--- src/rtl/core/vsmc_pkg.sv ---
// Shared types, constants and GF(2^8) helpers for the letter block cipher.
package vsmc_pkg;

   // Block geometry
   localparam int BLOCK_BYTES = 16;
   localparam int BLOCK_ROWS  = 4;
   localparam int BLOCK_COLS  = 4;
   localparam int FILL_W      = 5;
   localparam int BEAT_W      = 4;
   localparam int KEY_POS_W   = 4;

   // Key handling
   localparam int KEY_LENGTH  = 16;
   localparam int KEY_REG_W   = 64;
   localparam int KEY_CHAR_W  = 7;

   // Letter handling
   localparam logic [7:0] CHAR_A      = 8'd65;
   localparam logic [7:0] CHAR_Z      = 8'd90;
   localparam logic [7:0] ALPHA_SIZE  = 8'd26;
   localparam logic [7:0] PAD_CHAR    = 8'd65;
   localparam logic [7:0] PARITY_MASK = 8'h80;
   localparam logic [7:0] GF_REDUCE   = 8'd27;

   // Configuration register indexes
   localparam logic CSR_KEY_LOW  = 1'b0;
   localparam logic CSR_KEY_HIGH = 1'b1;

   // First row of the circulant mixing matrix
   localparam logic [1:0] MIX_ROW [BLOCK_COLS] = '{2'd2, 2'd3, 2'd1, 2'd1};

   typedef enum logic [1:0] {
      ST_IDLE,
      ST_MIX,
      ST_DRAIN
   } vsmc_state_type;

   // Controller to datapath
   typedef struct packed {
      logic load;    // take the input beat into the block
      logic mix;     // compute the mixed block into the output buffer
      logic shift;   // advance the output buffer by one byte
   } vsmc_cmd_type;

   // Datapath to controller
   typedef struct packed {
      logic flush;   // the current input beat completes a block
   } vsmc_status_type;

   // Multiply by x in GF(2^8), polynomial 0x11B
   function automatic logic [7:0] gf_double(input logic [7:0] b);
      gf_double = {b[6:0], 1'b0} ^ (b[7] ? GF_REDUCE : 8'h00);
   endfunction

   function automatic logic [7:0] gf_mul(input logic [7:0] b, input logic [1:0] coef);
      case (coef)
         2'd1: gf_mul = b;
         2'd2: gf_mul = gf_double(b);
         2'd3: gf_mul = gf_double(b) ^ b;
         default: gf_mul = 8'h00;
      endcase
   endfunction

   // Set bit 7 where the byte has odd parity
   function automatic logic [7:0] parity_mark(input logic [7:0] v);
      parity_mark = v | ((^v) ? PARITY_MASK : 8'h00);
   endfunction

   // Remainder modulo the alphabet size for any byte value:
   // subtract 8, 4, 2 and 1 times the alphabet size where it fits
   function automatic logic [7:0] mod_alpha(input logic [7:0] v);
      logic [7:0] r;
      r = v;
      for (int i = 3; i >= 0; i--) begin
         if (r >= (ALPHA_SIZE << i)) begin
            r = r - (ALPHA_SIZE << i);
         end
      end
      mod_alpha = r;
   endfunction

endpackage

--- src/rtl/core/vsmc_ctrl.sv ---
// Sequencer: input beat, block mix, sixteen output beats.
module vsmc_ctrl (
   input  logic                     clock,
   input  logic                     reset,
   input  logic                     req_tvalid,
   output logic                     req_tready,
   output logic                     rsp_tvalid,
   input  logic                     rsp_tready,
   output logic                     rsp_tlast,
   input  vsmc_pkg::vsmc_status_type status,
   output vsmc_pkg::vsmc_cmd_type    cmd
);
   import vsmc_pkg::*;

   localparam logic [BEAT_W-1:0] BEAT_LAST = BEAT_W'(BLOCK_BYTES - 1);

   vsmc_state_type    state_ff, state_in;
   logic [BEAT_W-1:0] beat_ff, beat_in;

   // State and beat counter
   always_ff @(posedge clock) begin
      if (reset) begin
         state_ff <= ST_IDLE;
         beat_ff  <= '0;
      end else begin
         state_ff <= state_in;
         beat_ff  <= beat_in;
      end
   end

   // Next state and commands
   always_comb begin
      state_in   = state_ff;
      beat_in    = beat_ff;
      req_tready = 1'b0;
      rsp_tvalid = 1'b0;
      rsp_tlast  = 1'b0;
      cmd        = '0;
      case (state_ff)
         ST_IDLE: begin
            req_tready = 1'b1;
            if (req_tvalid) begin
               cmd.load = 1'b1;
               if (status.flush) begin
                  state_in = ST_MIX;
               end
            end
         end
         ST_MIX: begin
            cmd.mix  = 1'b1;
            beat_in  = '0;
            state_in = ST_DRAIN;
         end
         ST_DRAIN: begin
            rsp_tvalid = 1'b1;
            rsp_tlast  = (beat_ff == BEAT_LAST);
            if (rsp_tready) begin
               cmd.shift = 1'b1;
               beat_in   = beat_ff + 1'b1;
               if (beat_ff == BEAT_LAST) begin
                  state_in = ST_IDLE;
               end
            end
         end
         default: begin
            state_in = ST_IDLE;
         end
      endcase
   end

endmodule

--- src/rtl/core/vsmc_datapath.sv ---
// Key substitution, block store, row rotate, parity mark and column mix.
module vsmc_datapath (
   input  logic                      clock,
   input  logic                      reset,
   input  logic                      csr_we,
   input  logic                      csr_index,
   input  logic [vsmc_pkg::KEY_REG_W-1:0] csr_wdata,
   input  logic [7:0]                char_in,
   input  logic                      message_end,
   input  vsmc_pkg::vsmc_cmd_type    cmd,
   output vsmc_pkg::vsmc_status_type status,
   output logic [7:0]                cipher_byte,
   output logic                      message_last
);
   import vsmc_pkg::*;

   localparam logic [KEY_POS_W-1:0] KEY_POS_LAST = KEY_POS_W'(KEY_LENGTH - 1);
   localparam logic [FILL_W-1:0]    FILL_FULL    = FILL_W'(BLOCK_BYTES);

   logic [KEY_REG_W-1:0] key_low_ff, key_low_in;
   logic [KEY_REG_W-1:0] key_high_ff, key_high_in;
   logic [KEY_POS_W-1:0] key_pos_ff, key_pos_in;
   logic [FILL_W-1:0]    fill_ff, fill_in;
   logic                 end_ff, end_in;
   logic [7:0]           store_ff [BLOCK_BYTES];
   logic [7:0]           store_in [BLOCK_BYTES];
   logic [7:0]           out_ff   [BLOCK_BYTES];
   logic [7:0]           out_in   [BLOCK_BYTES];

   logic                 is_letter;
   logic [KEY_REG_W-1:0] key_word;
   logic [KEY_CHAR_W-1:0] key_char;
   logic [7:0]           letter_sum;
   logic [7:0]           sub_char;
   logic [FILL_W-1:0]    fill_next;
   logic                 pad;
   logic [7:0]           marked [BLOCK_ROWS][BLOCK_COLS];
   logic [7:0]           mixed  [BLOCK_BYTES];

   // Control registers
   always_ff @(posedge clock) begin
      if (reset) begin
         key_low_ff  <= '0;
         key_high_ff <= '0;
         key_pos_ff  <= '0;
         fill_ff     <= '0;
      end else begin
         key_low_ff  <= key_low_in;
         key_high_ff <= key_high_in;
         key_pos_ff  <= key_pos_in;
         fill_ff     <= fill_in;
      end
   end

   // Payload registers
   always_ff @(posedge clock) begin
      end_ff   <= end_in;
      store_ff <= store_in;
      out_ff   <= out_in;
   end

   // Key register writes
   always_comb begin
      key_low_in  = key_low_ff;
      key_high_in = key_high_ff;
      if (csr_we) begin
         case (csr_index)
            CSR_KEY_LOW:  key_low_in  = csr_wdata;
            CSR_KEY_HIGH: key_high_in = csr_wdata;
            default: begin
               key_low_in = key_low_ff;
            end
         endcase
      end
   end

   // Substitute the letter with the current key character (code plus key, mod 26)
   assign is_letter  = (char_in >= CHAR_A) && (char_in <= CHAR_Z);
   assign key_word   = key_pos_ff[KEY_POS_W-1] ? key_high_ff : key_low_ff;
   assign key_char   = key_word[{key_pos_ff[2:0], 3'b000} +: KEY_CHAR_W];
   assign letter_sum = char_in + {1'b0, key_char};
   assign sub_char   = mod_alpha(letter_sum) + CHAR_A;

   // Block completes when full or at message end with letters in it
   assign fill_next    = fill_ff + FILL_W'(is_letter);
   assign pad          = message_end && (fill_next != '0);
   assign status.flush = (is_letter && (fill_next == FILL_FULL)) || pad;

   // Load the beat: store letter, pad, advance key and fill
   always_comb begin
      store_in   = store_ff;
      key_pos_in = key_pos_ff;
      fill_in    = fill_ff;
      end_in     = end_ff;
      if (cmd.load) begin
         end_in = message_end;
         if (is_letter) begin
            store_in[fill_ff[BEAT_W-1:0]] = sub_char;
            key_pos_in = (key_pos_ff >= KEY_POS_LAST) ? '0 : key_pos_ff + 1'b1;
         end
         if (pad) begin
            for (int k = 0; k < BLOCK_BYTES; k++) begin
               if (FILL_W'(k) >= fill_next) begin
                  store_in[k] = PAD_CHAR;
               end
            end
         end
         if (message_end) begin
            key_pos_in = '0;
         end
         fill_in = status.flush ? '0 : fill_next;
      end
   end

   // Rotate row r left by r and mark odd parity
   always_comb begin
      for (int r = 0; r < BLOCK_ROWS; r++) begin
         for (int c = 0; c < BLOCK_COLS; c++) begin
            marked[r][c] = parity_mark(store_ff[r * BLOCK_COLS + ((c + r) % BLOCK_COLS)]);
         end
      end
   end

   // Mix each column with the circulant matrix
   always_comb begin
      for (int r = 0; r < BLOCK_ROWS; r++) begin
         for (int c = 0; c < BLOCK_COLS; c++) begin
            mixed[r * BLOCK_COLS + c] = '0;
            for (int l = 0; l < BLOCK_ROWS; l++) begin
               mixed[r * BLOCK_COLS + c] = mixed[r * BLOCK_COLS + c]
                  ^ gf_mul(marked[l][c], MIX_ROW[(l - r + BLOCK_COLS) % BLOCK_COLS]);
            end
         end
      end
   end

   // Output buffer: capture the mixed block, then shift one byte per beat
   always_comb begin
      out_in = out_ff;
      if (cmd.mix) begin
         out_in = mixed;
      end else if (cmd.shift) begin
         for (int k = 0; k < BLOCK_BYTES - 1; k++) begin
            out_in[k] = out_ff[k + 1];
         end
      end
   end

   // Message end flag of the block being drained; qualified by the last beat in the top level
   assign cipher_byte  = out_ff[0];
   assign message_last = end_ff;

endmodule

--- src/rtl/core/vigenere_shiftrows_mixcolumns_cipher.sv ---
// Top level of the letter block cipher: sequencer plus datapath.
//
//   channel  dir  handshake               payload
//   req      in   req_tvalid/req_tready   tdata[7:0] char_in, tlast message_end
//   rsp      out  rsp_tvalid/rsp_tready   tdata[7:0] cipher_byte, tlast block_last,
//                                         tuser message_last
//   csr      in   csr_we                  csr_index, csr_wdata (key register)
//
// A beat that completes no block leaves the sequencer idle and ready for the
// next beat. A beat that completes a block is loaded, then the block is mixed
// into the output buffer and sent as sixteen one-byte output beats.
// Input is held off while a block drains; output stalls simply hold it.
// Reset clears the key registers, key position and fill count.
module vigenere_shiftrows_mixcolumns_cipher (
   input  logic                          clock,
   input  logic                          reset,
   input  logic                          req_tvalid,
   output logic                          req_tready,
   input  logic [7:0]                    req_tdata,   // [7:0] char_in
   input  logic                          req_tlast,
   output logic                          rsp_tvalid,
   input  logic                          rsp_tready,
   output logic [7:0]                    rsp_tdata,   // [7:0] cipher_byte
   output logic                          rsp_tlast,
   output logic                          rsp_tuser,   // [0] message_last
   input  logic                          csr_we,
   input  logic                          csr_index,
   input  logic [vsmc_pkg::KEY_REG_W-1:0] csr_wdata
);
   import vsmc_pkg::*;

   vsmc_cmd_type    cmd;
   vsmc_status_type status;
   logic            msg_flag;

   vsmc_ctrl u_ctrl (
      .clock      (clock),
      .reset      (reset),
      .req_tvalid (req_tvalid),
      .req_tready (req_tready),
      .rsp_tvalid (rsp_tvalid),
      .rsp_tready (rsp_tready),
      .rsp_tlast  (rsp_tlast),
      .status     (status),
      .cmd        (cmd)
   );

   vsmc_datapath u_datapath (
      .clock        (clock),
      .reset        (reset),
      .csr_we       (csr_we),
      .csr_index    (csr_index),
      .csr_wdata    (csr_wdata),
      .char_in      (req_tdata),
      .message_end  (req_tlast),
      .cmd          (cmd),
      .status       (status),
      .cipher_byte  (rsp_tdata),
      .message_last (msg_flag)
   );

   // Flag message end on the last beat of the block only
   assign rsp_tuser = msg_flag & rsp_tlast;

endmodule

--- config.mk ---
export PLATFORM = sky130hd
export DESIGN_NAME = vigenere_shiftrows_mixcolumns_cipher
export DESIGN_NICKNAME = d
export VERILOG_FILES = /design/src/rtl/core/vsmc_pkg.sv /design/src/rtl/core/vsmc_ctrl.sv /design/src/rtl/core/vsmc_datapath.sv /design/src/rtl/core/vigenere_shiftrows_mixcolumns_cipher.sv
export SDC_FILE = /design/constraint.sdc
export NUM_CORES = 1
export LEC_CHECK = 0
export ABC_AREA = 1
export BUFFER_PORTS_ARGS = -buffer_cell sky130_fd_sc_hd__clkbuf_2
export CORE_UTILIZATION = 35
export CTS_BUF_LIST = sky130_fd_sc_hd__clkbuf_16
export CTS_CLUSTER_SIZE = 25
export DETAILED_ROUTE_END_ITERATION = 10
export PLACE_DENSITY = 0.52
export SKIP_LAST_GASP = 1
export SLEW_MARGIN = 15
export SYNTH_ARGS = -nofsm -noshare
export SYNTH_HDL_FRONTEND = slang
export SYNTH_HIERARCHICAL = 1
export SYNTH_SLANG_ARGS = --single-unit
--- constraint.sdc ---
create_clock -name clock -period 8.9 [get_ports clock]
set_clock_uncertainty 0.15 [all_clocks]
set_input_delay 0.89 -clock clock [delete_from_list [all_inputs] [get_ports clock]]
set_output_delay 0.89 -clock clock [all_outputs]
set_load 0.005 [all_outputs]
==> impl_metrics.env <==
export IMPL_status="finished, final reports clean"
export IMPL_ir_drop_mv=0.299
export IMPL_synth_seq_cells=384
export IMPL_rows=93
export IMPL_hpwl_um=45500
export IMPL_reg2reg_depth=27
export IMPL_max_freq_mhz=164
export IMPL_max_clock_path_buffers=3
export IMPL_met2_usage_pct=31.3
export IMPL_core_area_um2=64500
export IMPL_worst_slew_pin_slew_ns=1.11
export IMPL_dieHeight_um=257
export IMPL_period_needed_ns=6.09
export IMPL_synth_cell_types=49
export IMPL_pwr_share_seq_pct=34.4
export IMPL_slew_viol_final=0
export IMPL_use_met3_pct=3.43
export IMPL_final_nets=2737
export IMPL_root_buffer="clkbuf_16"
export IMPL_busiest_layer="met2"
export IMPL_rsz0062_at_grt="false"
export IMPL_layout_common_cells="nand2_1, xor2_1, edfxtp_1"
export IMPL_avgViaCountPerCell=4.93
export IMPL_grt_overflow_total=0
export IMPL_cts_clk_slew_worst_paths_ns=0.06
export IMPL_syn_area_um2=22800
export IMPL_leakage_uw=0.0103
export IMPL_cts_tree="done"
export IMPL_r2r_start="u_datapath/key_pos_ff[1]"
export IMPL_cp_startpoint="u_datapath/key_pos_ff[1]"
export IMPL_slew_limit_headroom_pct=25.8
export IMPL_hold_class="reg2reg"
export IMPL_hold_start="u_datapath/key_low_ff[11]"
export IMPL_drive_above_1_share_pct=7.92
export IMPL_port_buffers=82
export IMPL_post_cts_buffers=0
export IMPL_synth_fa_ha_area_share_pct=0.746
export IMPL_antenna_found_initial=6
export IMPL_grt_pass1_vias=16937
export IMPL_multi_input_area_um2=11000
export IMPL_grt_max_degree=127
export IMPL_p_int_uw=3740
export IMPL_endpoint="u_datapath/store_ff[9]"
export IMPL_power_density_nw_per_um2=244
export IMPL_fillers=6550
export IMPL_area_growth_pct=11.0
export IMPL_syn_nets=2733
export IMPL_drtIter0Drc=1298
export IMPL_synthArstFlopShare_pct=0
export IMPL_ctsHtreeMaxLevel=2
export IMPL_crit_fanout=21
export IMPL_die_w_um=257
export IMPL_initial_core_util_pct=35.4
export IMPL_hold_viol=0
export IMPL_drc_errors=0
export IMPL_yosys_warnings=6
export IMPL_grtUsageMet1_pct=25.9
export IMPL_drtAntennaViolNets=0
export IMPL_syn_mean_instance_area_um2=8.64
export IMPL_crit_required_ns=9.17
export IMPL_cp_end_kind="register"
export IMPL_dp_cells=3452
export IMPL_synth_edf_count=257
export IMPL_criticalPathCategory="reg2reg"
export IMPL_ctsHoldBuffers=0
export IMPL_netSwitchingPower_uw=2450
export IMPL_cts_made_buffers=46
export IMPL_regArea_um2=10300
export IMPL_final_common_cell="nand2_1"
export IMPL_synth_simple_area_share_pct=14.9
export IMPL_p_sw_share_pct=39.6
export IMPL_reg2reg_slack_ns=2.81
export IMPL_place_congestion=0.867
export IMPL_clkLatencyLatePin_ns=0.59
export IMPL_layout_setup_ws_ns=2.81
export IMPL_grtUsageTotal_pct=19.4
export IMPL_finalSetupViolations=0
export IMPL_r2r_end="u_datapath/store_ff[9]"
export IMPL_io_pins=91
export IMPL_wl_um=64800
export IMPL_share_comb_of_total_power_pct=36.4
export IMPL_setup_tns_final_ns=0
export IMPL_dr_pass1_iters=5
export IMPL_clock_sinks=384
export IMPL_cts_resized=0
export IMPL_die_area_um2=66200
export IMPL_routedWlPerCell_um=18.3
export IMPL_grt_pass1_wl_um=99300
export IMPL_ys_dominant_reg_cell="edfxtp_1"
export IMPL_period_share_pct=68.4
export IMPL_synthCells=2641
export IMPL_synth_top_family_by_area="XOR/XNOR gates"
export IMPL_drv_cap=0
export IMPL_synth_xor_area_share_pct=21.3
export IMPL_critPathArrivalTime_ns=6.36
export IMPL_p_clk_share_pct=29.3
export IMPL_dp_slack_ns=2.83
export IMPL_synth_compound_area_share_pct=11.3
export IMPL_vias=17421
export IMPL_muxShareOfSynthArea_pct=0.0439
export IMPL_start_kind="register"
export IMPL_finalNonFillerCells=3534
export IMPL_yosysSeqAreaShare_pct=45.0
==> cell usage after synthesis (12+ instances only) <==
library cell / n / area share (%)
o211ai_1: 22 / 0.72
buf_1: 12 / 0.20
dfxtp_1: 127 / 11
ha_1: 12 / 0.66
nor2_1: 156 / 2.6
nand2_2: 13 / 0.36
xnor2_1: 157 / 6.0
o221ai_1: 21 / 0.81
inv_1: 234 / 3.8
o21ai_0: 194 / 4.3
clkbuf_1: 123 / 2.0
edfxtp_1: 257 / 34
nor3_1: 26 / 0.57
nand3_1: 88 / 1.9
o21ai_1: 24 / 0.53
a21oi_1: 185 / 4.1
nand2_1: 509 / 8.4
xor2_1: 396 / 15
==> metal layers <==
metal / wire (um) / part of all wire, % / vias up
met5: 25 / 0.039 / -
met4: 2030 / 3.1 / 4
met3: 3760 / 5.8 / 100
met2: 29800 / 46 / 441
met1: 29300 / 45 / 8282
li1: - / - / 8594
==> final cells by class <==
type	instances	area share [%]
flip-flops and latches	384	40.5
diodes	2	0.0198
multi-input cells	1864	43.6
repair buffers	106	2.34
clock inverters	32	0.954
clock buffers	48	4.74
inverters	243	3.62
well taps	855	4.22
==> flip-flops by register name, summed over array words and instances (netlist names) <==
signal / count
u_datapath/message_last: 1
u_ctrl/state_ff: 2
u_datapath/key_low_ff: 56
u_ctrl/beat_ff: 4
u_datapath/cipher_byte: 8
u_datapath/key_pos_ff: 4
u_datapath/out_ff: 120
u_datapath/key_high_ff: 56
u_datapath/fill_ff: 5
u_datapath/store_ff: 128
==> power by group through the flow <==
stage / Sequential, uW / Combinational (uW) / Clock (uW)
floorplan: 2100 / 1520 / 0
global placement: 2160 / 2220 / 0
detailed placement: 2160 / 2240 / 0
CTS: 2130 / 2250 / 1860
global route: 2140 / 2410 / 1930
finish: 2130 / 2250 / 1810
==> worst max-delay path: stages, from the launching register on <==
cell	delay [ns]
dfxtp_1	0.95
inv_1	0.54
o221ai_1	0.32
nand3_1	0.22
nand2_1	0.14
ha_1	0.31
nand2_1	0.12
nand2_1	0.08
nand2_1	0.12
nand4_1	0.15
nand2_4	0.14
nand4_1	0.18
nand2_1	0.13
inv_1	0.06
nand2_1	0.06
o21ai_1	0.05
nand2_1	0.15
nand2_2	0.11
nand2_1	0.07
nand2_1	0.08
nor2_1	0.12
nand2_2	0.09
nand2_2	0.08
nand2_1	0.07
and2_1	0.14
ha_1	0.92
nor2_1	0.12
a211oi_1	0.24
==> worst min-delay path by stage <==
stage / to / cells after the start
after global routing: u_datapath/key_low_ff[8] / 2
final: u_datapath/key_low_ff[11] / 2
after detailed placement: u_datapath/key_low_ff[10] / 2
after global placement: u_datapath/key_low_ff[46] / 2
after CTS: u_datapath/key_low_ff[10] / 2
after floorplan: u_datapath/key_low_ff[10] / 2
==> metrics by stage <==
| stage | util (%) | cell area (um2) | hold WS (ns) | total power [uW] |
|---|---|---|---|---|
| global placement | 37.0 | 23900 | 0.297 | 4380 |
| CTS | 39.3 | 25300 | 0.311 | 6240 |
| floorplan | - | 22800 | 0.287 | 3620 |
| finish | 39.3 | 25300 | 0.309 | 6190 |
| global route | 39.3 | 25300 | 0.321 | 6480 |
| detailed placement | 37.0 | 23900 | 0.301 | 4400 |
==> cells by family after synthesis <==
| family | count (synthesis) |
|---|---|
| AND/OR/NAND/NOR | 824 |
| AO/OA/AOI/OAI | 472 |
| multiplexers | 1 |
| XOR/XNOR | 554 |
| buffers and inverters | 393 |
| flip-flops | 384 |
| adder cells (fa/ha/maj) | 13 |
No activity file was read; power rests on OpenSTA's default activity.
